<file path="config.mk">
export PLATFORM = sky130hd
export DESIGN_NAME = strict_base85_decoder_core
export DESIGN_NICKNAME = d
export VERILOG_FILES = /design/src/hdl/sb85_pkg.sv /design/src/hdl/sb85_fifo.sv /design/src/hdl/sb85_front.sv /design/src/hdl/sb85_back.sv /design/src/hdl/strict_base85_decoder_core.sv
export VERILOG_INCLUDE_DIRS = /design/src /design/src/hdl
export SDC_FILE = /design/constraint.sdc
export NUM_CORES = 2
export LEC_CHECK = 0
export ABC_CLOCK_PERIOD_IN_PS = 21000
export BUFFER_PORTS_ARGS = -buffer_cell sky130_fd_sc_hd__clkbuf_2
export CAP_MARGIN = 20
export CORE_ASPECT_RATIO = 1.1
export CORE_MARGIN = 5
export CORE_UTILIZATION = 30
export CTS_BUF_LIST = sky130_fd_sc_hd__clkbuf_8
export CTS_CLUSTER_DIAMETER = 30
export DETAILED_ROUTE_END_ITERATION = 10
export PLACE_DENSITY = 0.51
export SYNTH_ARGS = -nofsm -noshare
export SYNTH_HDL_FRONTEND = slang
export SYNTH_SLANG_ARGS = --single-unit
</file>
<file path="constraint.sdc">
create_clock -name clk -period 21 [get_ports clk]
set_input_delay 2.1 -clock clk [delete_from_list [all_inputs] [get_ports clk]]
set_output_delay 2.1 -clock clk [all_outputs]
set_load 0.005 [all_outputs]
</file>
<file path="src/hdl/strict_base85_decoder_core_macros.svh">
// Assertion macros for the strict base-85 decoder.
// Expects clk and rst_n in the scope of the use.
`ifndef STRICT_BASE85_DECODER_CORE_MACROS_SVH
`define STRICT_BASE85_DECODER_CORE_MACROS_SVH

// antecedent implies consequent in the same cycle
`define SB85_ASSERT_IMP(lbl, ante, cons, msg) \
  lbl: assert property (@(posedge clk) disable iff (!rst_n) (ante) |-> (cons)) \
    else $error(msg);

// condition must never hold
`define SB85_ASSERT_NEVER(lbl, cond, msg) \
  lbl: assert property (@(posedge clk) disable iff (!rst_n) !(cond)) \
    else $error(msg);

`endif

</file>
<file path="src/hdl/sb85_pkg.sv">
// Shared types, constants and lookup functions for the base-85 decoder.
// No dependencies.
package sb85_pkg;

  localparam int POSITION_BITS = 32;
  localparam int RADIX         = 85;
  localparam int DIGIT_W       = 7;
  localparam int ACC_W         = 26;
  localparam int GROUP_W       = 33;
  localparam int WIDE_W        = GROUP_W + 1;
  localparam int WORD_W        = 32;
  localparam int CNT_W         = 3;
  localparam int SPAN_W        = 20;
  localparam int GROUP_DIGITS  = 5;
  localparam int FIFO_DEPTH    = 4;
  localparam int FIFO_AW       = $clog2(FIFO_DEPTH);
  localparam int PADDR_W       = 3;
  localparam int PDATA_W       = 32;

  localparam logic CFG_IDX_ALPHA = 1'b0;

  localparam logic [8*RADIX-1:0] RFC_ALPHABET = {
    "0123456789ABCDEFGHIJKLMNOPQRSTUVWXYZ",
    "abcdefghijklmnopqrstuvwxyz!#$%&()*+-;<=>?@^_", 8'h60, "{|}~"
  };
  localparam logic [8*RADIX-1:0] Z85_ALPHABET = {
    "0123456789abcdefghijklmnopqrstuvwxyz",
    "ABCDEFGHIJKLMNOPQRSTUVWXYZ.-:+=^!/*?&<>()[]{}@%$#"
  };

  typedef enum logic [1:0] {
    ERR_INVALID_CHAR = 2'd0,
    ERR_SHORT_TAIL   = 2'd1,
    ERR_GROUP_RANGE  = 2'd2,
    ERR_NONCANON     = 2'd3
  } err_code_t;

  typedef enum logic [1:0] {
    JOB_ERROR = 2'd0,
    JOB_GROUP = 2'd1,
    JOB_TAIL  = 2'd2
  } job_kind_t;

  typedef struct packed {
    logic [7:0] character;
    logic       end_of_text;
  } in_item_t;

  typedef struct packed {
    logic              is_error;
    logic [1:0]        error_code;
    logic [7:0]        data_byte;
    logic [WORD_W-1:0] position;
    logic              last_result;
  } out_item_t;

  typedef struct packed {
    job_kind_t         kind;
    err_code_t         code;
    logic [WORD_W-1:0] value;
    logic [CNT_W-1:0]  count;
    logic [WORD_W-1:0] position;
    logic              last;
  } job_t;

  typedef struct packed {
    logic full;
    logic valid;
  } q_stat_t;

  typedef struct packed {
    logic               hit;
    logic [DIGIT_W-1:0] digit;
  } digit_t;

  function automatic digit_t digit_lookup(logic [7:0] ch, logic sel);
    digit_t               r;
    logic [8*RADIX-1:0]   tab;
    r   = '0;
    tab = sel ? Z85_ALPHABET : RFC_ALPHABET;
    for (int i = 0; i < RADIX; i++) begin
      if (tab[8*(RADIX-1-i) +: 8] == ch) begin
        r.hit   = 1'b1;
        r.digit = DIGIT_W'(i);
      end
    end
    return r;
  endfunction

  // weight of the zero digits that pad a tail of the given length
  function automatic logic [SPAN_W-1:0] span_of(logic [CNT_W-1:0] count);
    logic [SPAN_W-1:0] s;
    unique case (count)
      CNT_W'(2): s = SPAN_W'(614125);
      CNT_W'(3): s = SPAN_W'(7225);
      CNT_W'(4): s = SPAN_W'(85);
      default:   s = SPAN_W'(1);
    endcase
    return s;
  endfunction

  // low-order mask of the dropped bytes for a tail of payload bytes
  function automatic logic [WIDE_W-1:0] drop_mask(logic [1:0] payload);
    logic [WIDE_W-1:0] m;
    unique case (payload)
      2'd1:    m = WIDE_W'(24'hFF_FFFF);
      2'd2:    m = WIDE_W'(16'hFFFF);
      2'd3:    m = WIDE_W'(8'hFF);
      default: m = '0;
    endcase
    return m;
  endfunction

endpackage

</file>
<file path="src/hdl/sb85_fifo.sv">
// Short job queue between the front and back of the base-85 decoder.
// Depends on sb85_pkg.
module sb85_fifo
  import sb85_pkg::*;
(
  input  logic    clk,
  input  logic    rst_n,
  input  logic    push,
  input  job_t    push_data,
  input  logic    pop,
  output job_t    pop_data,
  output q_stat_t q_stat
);

  job_t               slot_r [FIFO_DEPTH];
  logic [FIFO_AW-1:0] wr_ptr_r, wr_ptr_nxt;
  logic [FIFO_AW-1:0] rd_ptr_r, rd_ptr_nxt;
  logic [FIFO_AW:0]   fill_r, fill_nxt;

  assign q_stat.full  = (fill_r == (FIFO_AW+1)'(FIFO_DEPTH));
  assign q_stat.valid = (fill_r != '0);
  assign pop_data     = slot_r[rd_ptr_r];

  always_comb begin
    wr_ptr_nxt = push ? wr_ptr_r + 1'b1 : wr_ptr_r;
    rd_ptr_nxt = pop  ? rd_ptr_r + 1'b1 : rd_ptr_r;
    fill_nxt   = fill_r + (FIFO_AW+1)'(push) - (FIFO_AW+1)'(pop);
  end

  always_ff @(posedge clk) begin
    if (!rst_n) begin
      wr_ptr_r <= '0;
      rd_ptr_r <= '0;
      fill_r   <= '0;
    end else begin
      wr_ptr_r <= wr_ptr_nxt;
      rd_ptr_r <= rd_ptr_nxt;
      fill_r   <= fill_nxt;
    end
  end

  always_ff @(posedge clk) begin
    if (push) begin
      slot_r[wr_ptr_r] <= push_data;
    end
  end

endmodule

</file>
<file path="src/hdl/sb85_front.sv">
// Front of the base-85 decoder: maps characters to digits, accumulates
// groups, tracks position and errors, and queues jobs. Depends on sb85_pkg.
module sb85_front
  import sb85_pkg::*;
(
  input  logic     clk,
  input  logic     rst_n,
  input  logic     alpha_sel,
  input  logic     in_valid,
  output logic     in_ready,
  input  in_item_t in_data,
  input  q_stat_t  q_stat,
  output logic     push,
  output job_t     push_data
);

  logic [ACC_W-1:0]         acc_r, acc_nxt;
  logic [CNT_W-1:0]         cnt_r, cnt_nxt;
  logic [POSITION_BITS-1:0] pos_r, pos_nxt;
  logic                     err_seen_r, err_seen_nxt;
  digit_t                   dig;
  logic [GROUP_W-1:0]       acc_w;
  logic [GROUP_W-1:0]       grown;
  logic [CNT_W-1:0]         cnt_inc;
  logic                     accept;

  assign in_ready = !q_stat.full;
  assign accept   = in_valid && in_ready;
  assign dig      = digit_lookup(in_data.character, alpha_sel);
  assign acc_w    = GROUP_W'(acc_r);
  // acc * 85 + digit
  assign grown    = (acc_w << 6) + (acc_w << 4) + (acc_w << 2) + acc_w
                  + GROUP_W'(dig.digit);
  assign cnt_inc  = cnt_r + 1'b1;

  always_comb begin
    acc_nxt            = acc_r;
    cnt_nxt            = cnt_r;
    pos_nxt            = pos_r;
    err_seen_nxt       = err_seen_r;
    push               = 1'b0;
    push_data          = '0;
    push_data.kind     = JOB_GROUP;
    push_data.code     = ERR_INVALID_CHAR;
    push_data.value    = WORD_W'(grown);
    push_data.count    = cnt_inc;
    push_data.position = WORD_W'(pos_r);
    push_data.last     = in_data.end_of_text;
    if (accept) begin
      if (!(&pos_r)) begin
        pos_nxt = pos_r + 1'b1;
      end
      if (err_seen_r) begin
        push = 1'b0;
      end else if (!dig.hit) begin
        push           = 1'b1;
        push_data.kind = JOB_ERROR;
        push_data.code = ERR_INVALID_CHAR;
        err_seen_nxt   = 1'b1;
      end else if (cnt_inc == CNT_W'(GROUP_DIGITS)) begin
        push    = 1'b1;
        acc_nxt = '0;
        cnt_nxt = '0;
        if (grown[GROUP_W-1]) begin
          push_data.kind = JOB_ERROR;
          push_data.code = ERR_GROUP_RANGE;
          err_seen_nxt   = 1'b1;
        end
      end else if (in_data.end_of_text) begin
        push = 1'b1;
        if (cnt_inc == CNT_W'(1)) begin
          push_data.kind = JOB_ERROR;
          push_data.code = ERR_SHORT_TAIL;
        end else begin
          push_data.kind = JOB_TAIL;
        end
      end else begin
        acc_nxt = grown[ACC_W-1:0];
        cnt_nxt = cnt_inc;
      end
      if (in_data.end_of_text) begin
        acc_nxt      = '0;
        cnt_nxt      = '0;
        pos_nxt      = '0;
        err_seen_nxt = 1'b0;
      end
    end
  end

  always_ff @(posedge clk) begin
    if (!rst_n) begin
      acc_r      <= '0;
      cnt_r      <= '0;
      pos_r      <= '0;
      err_seen_r <= 1'b0;
    end else begin
      acc_r      <= acc_nxt;
      cnt_r      <= cnt_nxt;
      pos_r      <= pos_nxt;
      err_seen_r <= err_seen_nxt;
    end
  end

endmodule

</file>
<file path="src/hdl/sb85_back.sv">
// Back of the base-85 decoder: checks tails, forms error words and
// serialises data bytes into the output register. Depends on sb85_pkg.
module sb85_back
  import sb85_pkg::*;
(
  input  logic      clk,
  input  logic      rst_n,
  input  q_stat_t   q_stat,
  input  job_t      pop_data,
  output logic      pop,
  output logic      out_valid,
  input  logic      out_ready,
  output out_item_t out_data
);

  logic                        s1_valid_r, s1_valid_nxt;
  job_t                        s1_job_r;
  logic [GROUP_W-1:0]          s1_prod_r;
  logic [ACC_W+SPAN_W-1:0]     prod_full;

  logic                        em_valid_r, em_valid_nxt;
  out_item_t                   em_r, em_nxt;
  logic [WORD_W-1:0]           word_r, word_nxt;
  logic [1:0]                  left_r, left_nxt;
  logic                        last_r, last_nxt;

  logic                        s2_free, s1_free;
  logic [1:0]                  payload;
  logic [WIDE_W-1:0]           umask, prod_wide, rounded, span_top;
  logic [WORD_W-1:0]           ld_word;
  logic [1:0]                  ld_left;
  logic                        ld_last;
  logic                        ld_err;
  err_code_t                   ld_code;

  assign s2_free   = !em_valid_r || (out_ready && left_r == 2'd0);
  assign s1_free   = !s1_valid_r || s2_free;
  assign pop       = q_stat.valid && s1_free;
  assign out_valid = em_valid_r;
  assign out_data  = em_r;

  assign prod_full = pop_data.value[ACC_W-1:0] * span_of(pop_data.count);

  // tail check: round up to the dropped-byte unit, stay within the span
  assign payload   = 2'(s1_job_r.count - 1'b1);
  assign umask     = drop_mask(payload);
  assign prod_wide = WIDE_W'(s1_prod_r);
  assign rounded   = (prod_wide + umask) & ~umask;
  assign span_top  = prod_wide + WIDE_W'(span_of(s1_job_r.count)) - 1'b1;

  always_comb begin
    ld_err  = 1'b0;
    ld_code = s1_job_r.code;
    ld_word = s1_job_r.value;
    ld_left = 2'd3;
    ld_last = s1_job_r.last;
    unique case (s1_job_r.kind)
      JOB_GROUP: begin
        ld_err = 1'b0;
      end
      JOB_TAIL: begin
        ld_last = 1'b1;
        if (s1_prod_r[GROUP_W-1]) begin
          ld_err  = 1'b1;
          ld_code = ERR_GROUP_RANGE;
        end else if (rounded > span_top || rounded[WIDE_W-1:WORD_W] != '0) begin
          ld_err  = 1'b1;
          ld_code = ERR_NONCANON;
        end else begin
          ld_word = rounded[WORD_W-1:0];
          ld_left = payload - 1'b1;
        end
      end
      default: begin
        ld_err = 1'b1;
      end
    endcase
  end

  always_comb begin
    s1_valid_nxt = s1_valid_r;
    em_valid_nxt = em_valid_r;
    em_nxt       = em_r;
    word_nxt     = word_r;
    left_nxt     = left_r;
    last_nxt     = last_r;
    if (s1_free) begin
      s1_valid_nxt = pop;
    end
    if (s2_free) begin
      em_valid_nxt = s1_valid_r;
      if (s1_valid_r) begin
        em_nxt = '0;
        if (ld_err) begin
          em_nxt.is_error    = 1'b1;
          em_nxt.error_code  = ld_code;
          em_nxt.position    = s1_job_r.position;
          em_nxt.last_result = 1'b1;
          left_nxt           = 2'd0;
        end else begin
          em_nxt.data_byte   = ld_word[WORD_W-1 -: 8];
          em_nxt.last_result = ld_last && (ld_left == 2'd0);
          word_nxt           = ld_word << 8;
          left_nxt           = ld_left;
          last_nxt           = ld_last;
        end
      end
    end else if (out_ready) begin
      em_nxt.data_byte   = word_r[WORD_W-1 -: 8];
      em_nxt.last_result = last_r && (left_r == 2'd1);
      word_nxt           = word_r << 8;
      left_nxt           = left_r - 1'b1;
    end
  end

  always_ff @(posedge clk) begin
    if (!rst_n) begin
      s1_valid_r <= 1'b0;
      em_valid_r <= 1'b0;
      left_r     <= '0;
    end else begin
      s1_valid_r <= s1_valid_nxt;
      em_valid_r <= em_valid_nxt;
      left_r     <= left_nxt;
    end
  end

  always_ff @(posedge clk) begin
    if (s1_free) begin
      s1_job_r  <= pop_data;
      s1_prod_r <= GROUP_W'(prod_full);
    end
    em_r   <= em_nxt;
    word_r <= word_nxt;
    last_r <= last_nxt;
  end

endmodule

</file>
<file path="src/hdl/strict_base85_decoder_core.sv">
// Strict base-85 decoder top level; depends on sb85_pkg, sb85_front,
// sb85_fifo, sb85_back and the macros header.
// Takes one character a cycle while the four-entry job queue has room; each
// job passes from the queue through the stage-1 register to the output
// register; results leave at one a cycle while out_ready is high (a full group gives four).
// Synchronous active-low reset clears all control state and selects RFC 1924.
`include "strict_base85_decoder_core_macros.svh"

module strict_base85_decoder_core
  import sb85_pkg::*;
(
  input  logic               clk,
  input  logic               rst_n,
  input  logic               in_valid,
  output logic               in_ready,
  input  in_item_t           in_data,
  output logic               out_valid,
  input  logic               out_ready,
  output out_item_t          out_data,
  input  logic               cfg_psel,
  input  logic               cfg_penable,
  input  logic               cfg_pwrite,
  input  logic [PADDR_W-1:0] cfg_paddr,
  input  logic [PDATA_W-1:0] cfg_pwdata,
  output logic [PDATA_W-1:0] cfg_prdata,
  output logic               cfg_pready
);

  logic    alpha_sel_r, alpha_sel_nxt;
  logic    cfg_wr;
  logic    q_push, q_pop;
  job_t    q_push_data, q_pop_data;
  q_stat_t q_stat;

  assign cfg_pready = 1'b1;
  assign cfg_wr     = cfg_psel && cfg_penable && cfg_pwrite && cfg_pready;
  assign cfg_prdata = (cfg_paddr[PADDR_W-1:2] == CFG_IDX_ALPHA) ? PDATA_W'(alpha_sel_r) : '0;

  always_comb begin
    alpha_sel_nxt = alpha_sel_r;
    if (cfg_wr && cfg_paddr[PADDR_W-1:2] == CFG_IDX_ALPHA) begin
      alpha_sel_nxt = cfg_pwdata[0];
    end
  end

  always_ff @(posedge clk) begin
    if (!rst_n) begin
      alpha_sel_r <= 1'b0;
    end else begin
      alpha_sel_r <= alpha_sel_nxt;
    end
  end

  sb85_front u_front (
    .clk       (clk),
    .rst_n     (rst_n),
    .alpha_sel (alpha_sel_r),
    .in_valid  (in_valid),
    .in_ready  (in_ready),
    .in_data   (in_data),
    .q_stat    (q_stat),
    .push      (q_push),
    .push_data (q_push_data)
  );

  sb85_fifo u_fifo (
    .clk       (clk),
    .rst_n     (rst_n),
    .push      (q_push),
    .push_data (q_push_data),
    .pop       (q_pop),
    .pop_data  (q_pop_data),
    .q_stat    (q_stat)
  );

  sb85_back u_back (
    .clk       (clk),
    .rst_n     (rst_n),
    .q_stat    (q_stat),
    .pop_data  (q_pop_data),
    .pop       (q_pop),
    .out_valid (out_valid),
    .out_ready (out_ready),
    .out_data  (out_data)
  );

  `SB85_ASSERT_IMP(a_no_q_overflow, q_push, !q_stat.full, "job pushed into full queue")
  `SB85_ASSERT_IMP(a_err_is_last, out_valid && out_data.is_error, out_data.last_result,
                   "error word not marked last")
  `SB85_ASSERT_NEVER(a_data_clean,
                     out_valid && !out_data.is_error &&
                     (out_data.position != '0 || out_data.error_code != '0),
                     "data word carries error fields")

endmodule

</file>
Yosys cells after proc, flatten, opt, wreduce, memory -nomap -nowiden. Memories as Yosys holds them, arrays and structs flattened. A register that Yosys moved wholly into a read port is not among the register bits. Index checks and enable logic that the tools add are counted.

Register bits after elaboration: 256. Bits of input ports: 51. Memories: 1. Bits in writable memories: 288. Logic and storage cells: 331.

Reductions and logical operators: 27. Equal/unequal tests: 104. Multiply operators: 1. Add/subtract/negate cells: 16. Bitwise gates (word level): 4. Magnitude comparators: 1. Mux-type cells: 152.

Memories: u_fifo.slot_r (depth 4, bits a word 72, rd ports 1, clocked after Yosys merged registers in 1, write ports 1, line sb85_fifo.sv:15) `job_t slot_r [FIFO_DEPTH];`.

Operator list (number): 8-bit two-way mux (88); 8-bit equality test (75); 598-bit two-way mux (1); 32-bit two-way mux (10); 20-bit one-hot mux with 3 select lines (2); 26-bit two-way mux (4); 8-bit equality test, first input constant (10); 24-bit one-hot mux with 3 select lines (1); 41-bit two-way mux (1); 33-bit by 20-bit adder with 34-bit output (1); 33-bit by 24-bit adder with 34-bit output (1); 34-bit bitwise AND (1); 34-bit greater-than comparator (1); 24-bit NOT with 34-bit output (1); 34-bit by 1-bit subtractor with 34-bit output, second input constant (1); 32-bit by 30-bit adder with 33-bit output (1); 33-bit by 26-bit adder with 33-bit output (1); 33-bit by 28-bit adder with 33-bit output (1); 33-bit by 7-bit adder with 33-bit output (1); 26-bit by 20-bit multiplier with 33-bit output (1); 32-bit by 1-bit adder with 32-bit output, second input constant (1); 32-bit AND reduction (1); 2-bit two-way mux (13); 1-bit two-way mux (20); 24 further kinds (67).

Longest topological paths before layout.
Depth in word-level cells: 92. Mapped depth: 30. Depth with buffers taken out: 27.

Modules after synthesis. A second synthesis with hierarchy kept.

Cells, all modules: 3163. Area total of the unflattened synthesis: 37787.5 um^2.

By module, submodules not included: sb85_back (instances 1, area an instance 19621.3 um^2, sequential area each 5245.0 um^2, cells an instance 1894); sb85_fifo (instances 1, area an instance 10911.7 um^2, sequential area each 8828.5 um^2, cells an instance 419); sb85_front (instances 1, area an instance 6939.2 um^2, sequential area each 1241.2 um^2, cells an instance 810); strict_base85_decoder_core (instances 1, area an instance 315.3 um^2, sequential area each 20.0 um^2, cells an instance 40).

Worst setup path after synthesis. No wires, ideal clock.

Kind: register to register. From: register with a tool-made name. To: register u_back.s1_prod_r[25] (data pin). Data arrival time: 7980 ps. Period minus slack after synthesis: 8237 ps. Path buffers: 3. Cell stages (with the launch flop): 30. Setup slack: 12763 ps. Library setup time: 258 ps. Path through: dfxtp_1 > clkbuf_1 > clkbuf_1 > mux2i_1 > nand2_1 > o21ai_1 > clkinv_1 > nor2_1 > clkbuf_1 > nand2_1 > fa_1 > fa_1 > inv_1 > fa_1 > fa_1 > inv_1 > fa_1 > inv_1 > fa_1 > fa_1 > ha_1 > a21o_1 > a2111oi_0 > o311ai_0 > a31oi_1 > o31ai_1 > a21o_1 > a21o_1 > a21oi_1 > xnor2_1.

RTL lines: to (signal assigned) (line sb85_back.sv:131) `s1_prod_r <= GROUP_W'(prod_full);`; to (decl) (line sb85_back.sv:18) `logic [GROUP_W-1:0] s1_prod_r;`.

==> impl_metrics.tcl <==
set metrics [dict create \
    rr_worst_depth 27 \
    synthToLayoutAreaGrowth_pct 12.1 \
    globalRouteOverflowTotal 0 \
    ys_warn_count 0 \
    die_y_um 382 \
    gp_congestion 0.880 \
    hold_path_end "u_front.acc_r[0]" \
    dieWidth_um 348 \
    clk_latency_ns 0.73 \
    slew-limit-headroom 0.287 \
    post-route-period-util 0.456 \
    cts_setup_buffers 0 \
    fmax_mhz 104 \
    gr-usage-met1 0.176 \
    first_pass_iters 5 \
    grt_antenna_before_repair 2 \
    cts_tree "yes" \
    clock-root-buffer "clkbuf_8" \
    numPortBuffers 64 \
    grt_pass1_wl_um 140000 \
    async_reset_ff_frac 0 \
    outcome "finished, final reports clean" \
    required_ns 21.41 \
    critPathMaxStageDelay_ns 0.66 \
    synthCells 3193 \
    drt_iter0_markers 1215 \
    final-hold-violation-count 0 \
    finalSetupViolCount 0 \
    clockBufferDepth 3 \
    grt_pass1_vias 25075 \
    cp_slowest_cell "dfxtp_4" \
    io_pins 130 \
    synth_top_cells_by_area "edfxtp_1 (37%), fa_1 (16%), ha_1 (11%)" \
    holdPathStages 2 \
    use_met3 0.0161 \
    cts_resized 0 \
    final_antenna_net_count 0 \
    cpMostUsedCell "fa_1" \
    most-common-layout-cells "inv_1 (461), edfxtp_1 (460), ha_1 (331)" \
    end_kind "register" \
    drive_gt1_frac 0.107 \
    yosysSeqAreaShare 0.407 \
    yosysTopAreaCell "edfxtp_1" \
    synth-main-ff-cell "edfxtp_1" \
    crit_fanout 32 \
    path_class "reg2reg" \
    arrival_ns 9.99 \
    wire_per_inst_um 17.3 \
    start_util 0.302 \
    fin_crit_ns 9.58 \
    ys_types 90 \
    rr_endpoint "u_back.s1_prod_r[31]" \
    dieArea_um2 133000 \
    dp_hpwl_um 66900 \
    met2_usage 0.227 \
    final_common_cell "inv_1" \
    path_clk_slew_ns 0.05 \
    drv_slew 0 \
    drv_cap 0 \
    ys_ff_latch 536 \
    busiest_layer "met2" \
    hold_start "u_front.acc_r[0]" \
    num-nets-final 3976 \
    dr_total_vias 23573 \
    coreArea_um2 125000 \
    drt_wl_total_um 87600 \
    syn_avg_cell_area_um2 11.8 \
    hold_class "reg2reg" \
    drt-vias-per-instance 4.67 \
    startpoint_type "register" \
    setup-tns-final_ns 0 \
    r2r_slack_ns 11.42 \
    synth_area_um2 37700 \
    rsz0062_at_grt "no" \
    final.setup_skew_ns 0.0552 \
    worst_pin_slew_ns 1.06 \
    synth-edff-count 460 \
    track_usage 0.132 \
    numCtsBuffers 111 \
    rows 136 \
    synth.top_cell.area_share 0.366 \
    grt_start_max_net_pins 68 \
    numClockSinks 536 \
    htree_levels 3 \
    ctsHoldBuffers 0 \
    drc_errors 0 \
]
## metal layers
| metal | wire [um] | part of all wire |
|---|---|---|
| met5 | 0 | 0 |
| met3 | 2610 | 0.030 |
| met1 | 40700 | 0.47 |
| met2 | 42400 | 0.48 |
| met4 | 1770 | 0.020 |
## through the flow
stage                     worst slack (ns)  utilization  area, um^2  cells  hold WS, ns
after floorplan                      12.76            -       37800   3223        0.458
after global placement               11.39        0.319       39800   4843        0.469
after detailed placement             11.30        0.319       39800   4844        0.476
after CTS                            11.24        0.338       42300   5052        0.488
after global routing                 10.93        0.338       42300   5053        0.509
final                                11.42        0.338       42300   5053        0.485
## cells by family (layout without fill, tap and decap cells)
family                     count (synthesis)  after routing  synth area share
buffers and inverters                    567            740            0.0605
muxes                                    104            104            0.0512
AOI/OAI and AO/OA                        437            437            0.0783
DFF                                      536            536             0.407
adders and majority gates                625            625             0.266
xor gates and xnor gates                 158            158            0.0369
other                                      2             33          0.000199
and+or+nand+nor                          764            764             0.100
## state kept, by name, summed over array words and instances, names as in the netlist, named ones only
register and cells:
alpha_sel_r 1, u_back.last_r 1, u_back.left_r 2, u_back.out_data 44
u_back.out_valid 1, u_back.s1_job_r 70, u_back.s1_prod_r 33, u_back.s1_valid_r 1
u_back.word_r 24, u_fifo.fill_r 3, u_fifo.rd_ptr_r 2, u_fifo.slot_r 288
u_fifo.wr_ptr_r 2, u_front.acc_r 26, u_front.cnt_r 3, u_front.err_seen_r 1
u_front.pos_r 32
## cell usage after synthesis (33+ instances only)
| library cell | n |
|---|---|
| edfxtp_1 | 460 |
| o21ai_0 | 98 |
| nor2b_1 | 36 |
| and3_1 | 59 |
| nand3_1 | 81 |
| fa_1 | 293 |
| clkbuf_1 | 67 |
| nand2_1 | 221 |
| xor2_1 | 66 |
| and2_1 | 42 |
| dfxtp_1 | 76 |
| nor3_1 | 56 |
| buf_4 | 36 |
| xnor2_1 | 91 |
| a21oi_1 | 94 |
| a21o_1 | 33 |
| nor2_1 | 151 |
| inv_1 | 436 |
| mux4_2 | 71 |
| ha_1 | 331 |
## cell type report
| cell class | instances | area (um^2) |
|---|---|---|
| clock buffer | 115 | 1580 |
| timing repair buffer | 92 | 527 |
| multi-input combinational | 2120 | 20200 |
| clock inverter | 93 | 853 |
| tap | 1656 | 2070 |
| inverter | 440 | 1650 |
| sequential | 536 | 15300 |
| antenna | 1 | 2.50 |
| fill | 12603 | 82600 |
## worst max-delay path by stage
| stage | from | end | slack (ns) | depth (start not counted) |
|---|---|---|---|---|
| 4_1_cts | register | u_back.s1_prod_r[31] | 11.24 | 27 |
| 3_3_place_gp | register | u_back.s1_prod_r[31] | 11.39 | 27 |
| 6_report | register | u_back.s1_prod_r[31] | 11.42 | 27 |
| 5_1_grt | register | u_back.s1_prod_r[31] | 10.93 | 27 |
| 3_5_place_dp | register | u_back.s1_prod_r[31] | 11.30 | 27 |
| 2_1_floorplan | register | u_back.s1_prod_r[25] | 12.76 | 29 |
## worst max-delay path: cells and delay by family, from the launching register on
kind / cells / cell delay, ns
and+or+nand+nor: 2 / 0.48
xor gates and xnor gates: 1 / 0.15
buffers and inverters: 7 / 1.39
AOI/OAI and AO/OA: 8 / 2.32
muxes: 1 / 0.39
DFF: 1 / 0.66
adders and majority gates: 8 / 3.86
Power is left out: the tool's default activity adds up to more than one toggle a clock period on the data nets, which glitch-free logic cannot reach.
